===== src/rtl/core/tmte_ram.sv =====
// Generic single-clock RAM with one write port and one registered read port.
// No dependencies.
module tmte_ram #(
	parameter int WIDTH = 8,
	parameter int DEPTH = 256
) (
	input  logic                     clk,
	input  logic                     we,
	input  logic [$clog2(DEPTH)-1:0] waddr,
	input  logic [WIDTH-1:0]         wdata,
	input  logic                     re,
	input  logic [$clog2(DEPTH)-1:0] raddr,
	output logic [WIDTH-1:0]         rdata
);

	logic [WIDTH-1:0] mem [DEPTH];
	logic [WIDTH-1:0] rdata_q;

	always_ff @(posedge clk) begin
		if (we) begin
			mem[waddr] <= wdata;
		end
		if (re) begin
			rdata_q <= mem[raddr];
		end
	end

	assign rdata = rdata_q;

endmodule


===== config.mk =====
export PLATFORM = sky130hd
export DESIGN_NAME = tmte_ram
export DESIGN_NICKNAME = d
export VERILOG_FILES = /design/src/rtl/core/tmte_ram.sv
export SDC_FILE = /design/constraint.sdc
export NUM_CORES = 2
export LEC_CHECK = 0
export BUFFER_PORTS_ARGS = -buffer_cell sky130_fd_sc_hd__buf_2
export CAP_MARGIN = 15
export CORE_MARGIN = 5
export CORE_UTILIZATION = 60
export CTS_CLUSTER_DIAMETER = 150
export CTS_CLUSTER_SIZE = 8
export DETAILED_ROUTE_END_ITERATION = 10
export PLACE_DENSITY = 0.76
export SLEW_MARGIN = 30
export SYNTH_ARGS = -nofsm -noshare
export SYNTH_HDL_FRONTEND = slang
export SYNTH_SLANG_ARGS = --single-unit

===== constraint.sdc =====
create_clock -name clk -period 2.58 [get_ports clk]
set_input_delay 0.258 -clock clk [delete_from_list [all_inputs] [get_ports clk]]
set_output_delay 0.258 -clock clk [all_outputs]
set_load 0.02 [all_outputs]

# [Word level (Yosys, flattened, before mapping)]
# Memories as Yosys holds them, arrays and structs flattened. A register that Yosys moved wholly into a read port is not among the register bits.
# Cells that the tools add are included.
[op_classes] muxes=2
[op_table] cell="two-way mux 1 bit" count=2
[word_totals] output_inout_bits=8 n_memories=1 ram_bits=2048 word_cells=3 inputBits=27 register_bits=0
[memory_table] name="mem" depth=256 word_bits=8 rd=1 rd_clocked_by_memory_dff=1 wr=1 line="16" rtl="logic [WIDTH-1:0] mem [DEPTH];"

# [Logic depth before layout (Yosys ltp)]
[depth] ltp_word=2 mapped_depth=11 ltp_nobuf=6

# [Worst setup path after synthesis]
# No wires, ideal clock.
[synth_timing] path_kind="input-to-reg" startpoint="in raddr[0]" endpoint="reg rdata_q[2] (netlist: rdata[2]) (read register of mem), data pin" setup_ns=0.269 path_buffers=4 slack_ns=0.246 required_ns=2.311 arrival_ns=2.065 path_stages=9 cell_sequence="buf_6 -> buf_12 -> buf_8 -> buf_2 -> mux4_2 -> a22oi_1 -> a21oi_1 -> nor4_1 -> nor4_2"
[synth_lines] element="from (decl)" line="12" rtl="input logic [$clog2(DEPTH)-1:0] raddr,"
[synth_lines] element="to (decl)" line="17" rtl="logic [WIDTH-1:0] rdata_q;"

==> results.txt <==
Outcome -> finished, violations left
Seq cells post-synth -> 2056
Critical Path RT -> 3.26 ns
Commonest cells after routing, fill and taps aside -> edfxtp_1, buf_4, mux4_2
Fin cells -> 6276
Worst vdd ir -> 0.916 mV
First-pass GRT wire length -> 307000 um
Distinct cells, synth -> 54
Fmax -> 357 MHz
Comb power frac -> 5.2%
Mapped Nets -> 3760
Max-cap violations -> 0
Vias per cell -> 6.94
Area Overhead vs Synth -> 18.8%
Initial core utilization -> 60.5%
Final Slew Violations -> 0
Top cell type's share of synthesized area -> 77.5%
H-tree depth -> 5
P_int -> 59.6 mW
Crit Path Class -> flip-flop to flip-flop
Slew headroom -> 16.5%
Crit start category -> flip-flop
Detail Route Antenna Nets -> 0
Leakage power -> 31.0 nW
DR iter-0 viols -> 7166
CTS Buffer Depth -> 4
Clk_skew -> 0.0762 ns
Final setup viols -> 1
Worst Path Max Fanout -> 1
Post-Syn Area -> 79600 um2
CTS buffer count -> 306
CP endpoint kind -> flip-flop
Switching part of the total -> 20.4%
Synth async-reset ratio -> 0%
Tot Pwr -> 74.9 mW
Mean Syn Cell Area -> 21.3 um2
Largest net degree at the start of global routing -> 95
Die Span Y -> 374 um
Worst path arrival time -> 3.48 ns
CTS tree -> yes
Horiz. Die Dim -> 374 um
Root Driver -> clkbuf_16
Setup bufs post-CTS -> 0
Commonest non-fill, non-tap cell in the layout -> edfxtp_1
Post-synth EDFFs -> 2056
DP Wirelength -> 128000 um
Top cells by area, synth -> edfxtp_1, mux4_2, mux2i_1, nor2_1, a22oi_1
Least-Margin Pin Slew -> 1.22 ns
1st-pass router iterations -> 8
Layout cells sized above 1 -> 33.0%
Placed cell area -> 86500 um2
Post-layout min period -> 2.80 ns
Tot GR Track Use -> 30.2%
Post-Synthesis Cells -> 3733
Final WS setup -> -0.218 ns
Worst Hold Class -> primary input to flip-flop
WHS -> 0.0886 ns
PD cells -> 792 nW/um2
Seq pwr share -> 49.3%
Fin nets -> 4530
Number of global-route vias before repair -> 44700
WL per Instance -> 33.6 um
Sequential element share of the synthesized area -> 77.5%
Row count -> 133
YS warnings -> 0
Clock Latency Late Sink -> 0.91 ns
Overflow after GRT -> 0
Failing checks -> setup timing
Detailed Route WL -> 211000 um
DR vias -> 43600
Period utilization -> 108%
Final Hold Vio Count -> 0
Core box area -> 132000 um2
Setup tns final -> -0.218 ns
Placed cells -> 5942
Clock transition at the registers of the reported paths -> 0.05 ns
Routability congestion estimate -> 0.900
Clock sinks -> 2056
Top FF cell, synth -> edfxtp_1
Cell accounting for the most synthesized area -> edfxtp_1
Finished Cell Area -> 94600 um2
# DRC -> 0
Psw -> 15.3 mW
Die ar. -> 140000 um2
Port Buffer Count -> 34
IO Count -> 35
Clock power share -> 45.5%
Initial antenna violation count -> 13
==> layout make-up <==
class                      count  area, um2
multi-input combinational   1442      16600
antenna                       10       25.0
clock inverter                 1       8.76
inverter                       2       7.51
clock buffer                 315       7880
sequential                  2056      61700
timing repair buffer         695       6160
tap                         1755       2200
fill                        7056      37100
==> power groups by stage <==
stage / combinational, mW / sequential (mW) / clock, mW
floorplan: 1.79 / 37.6 / 0
global placement: 3.65 / 37.6 / 0
detailed placement: 3.73 / 37.6 / 0
CTS: 3.82 / 37.0 / 34.4
global route: 4.02 / 36.9 / 35.9
finish: 3.87 / 37.0 / 34.1
==> stage by stage <==
step	setup WS [ns]	util, %
after global routing	-0.183	71.8
after global placement	-0.782	65.7
after CTS	-0.0378	71.8
after floorplan	0.246	-
after detailed placement	-0.862	65.7
final	-0.218	71.8
==> final timing paths <==
| kind | from | end | slack [ns] | depth (start not counted) |
|---|---|---|---|---|
| setup / recovery | mem[173][2]$_DFFE_PP_ | rdata[2]$_DFFE_PP_ | -0.22 | 6 |
| hold / removal | wdata[3] | mem[86][3]$_DFFE_PP_ | 0.09 | 1 |
| setup reg to reg | mem[173][2]$_DFFE_PP_ | rdata[2]$_DFFE_PP_ | -0.22 | 6 |
| hold reg to reg | mem[40][3]$_DFFE_PP_ | rdata[3]$_DFFE_PP_ | 1.08 | 6 |
==> cells in the mapped netlist, types with 16 or more instances <==
library cell  count
o221ai_1         46
clkbuf_1        111
buf_4            27
nor4_1           24
nor2_1          282
nor3_1           22
buf_6            21
o22ai_1          28
a22oi_1         133
nand3_1          34
edfxtp_1       2056
nor2b_1          31
nand2_1          33
mux2i_1         134
buf_2            31
a21oi_1          96
mux4_2          454
a211oi_1         16
buf_1            22
==> cells by family after synthesis <==
group	Yosys count	share of synthesized area, %
AND/OR/NAND/NOR	466	2.63
flip-flops	2056	77.5
multiplexers	591	14.6
buffers and inverters	235	1.83
AO/OA/AOI/OAI	385	3.42
==> worst max-delay path: stages, from the launching register on <==
cell       delay, ns
edfxtp_1        0.32
mux4_2          0.26
o22a_1          0.13
o21ai_0         0.21
a2111oi_0       1.13
nor3_2          0.26
nor4_2          0.32
==> flip-flops by register name, summed over array words and instances (netlist names) <==
name	count
rdata	8
mem	2048
==> per-layer routing <==
layer | share of wire [%] | GRT usage (%)
met1 | 34 | 40.8
met5 | 0.0047 | 0
met3 | 13 | 8.26
met4 | 4.8 | 12.8
met2 | 48 | 47.4
==> timing repair <==
item	4_1_cts	5_1_grt
hold buffers	8	0
endpoints found under the setup margin	6	5
endpoints found under the hold margin	205	0
resized for setup	7	8
pin swaps	0	3
(Power assumes the default switching activity.)
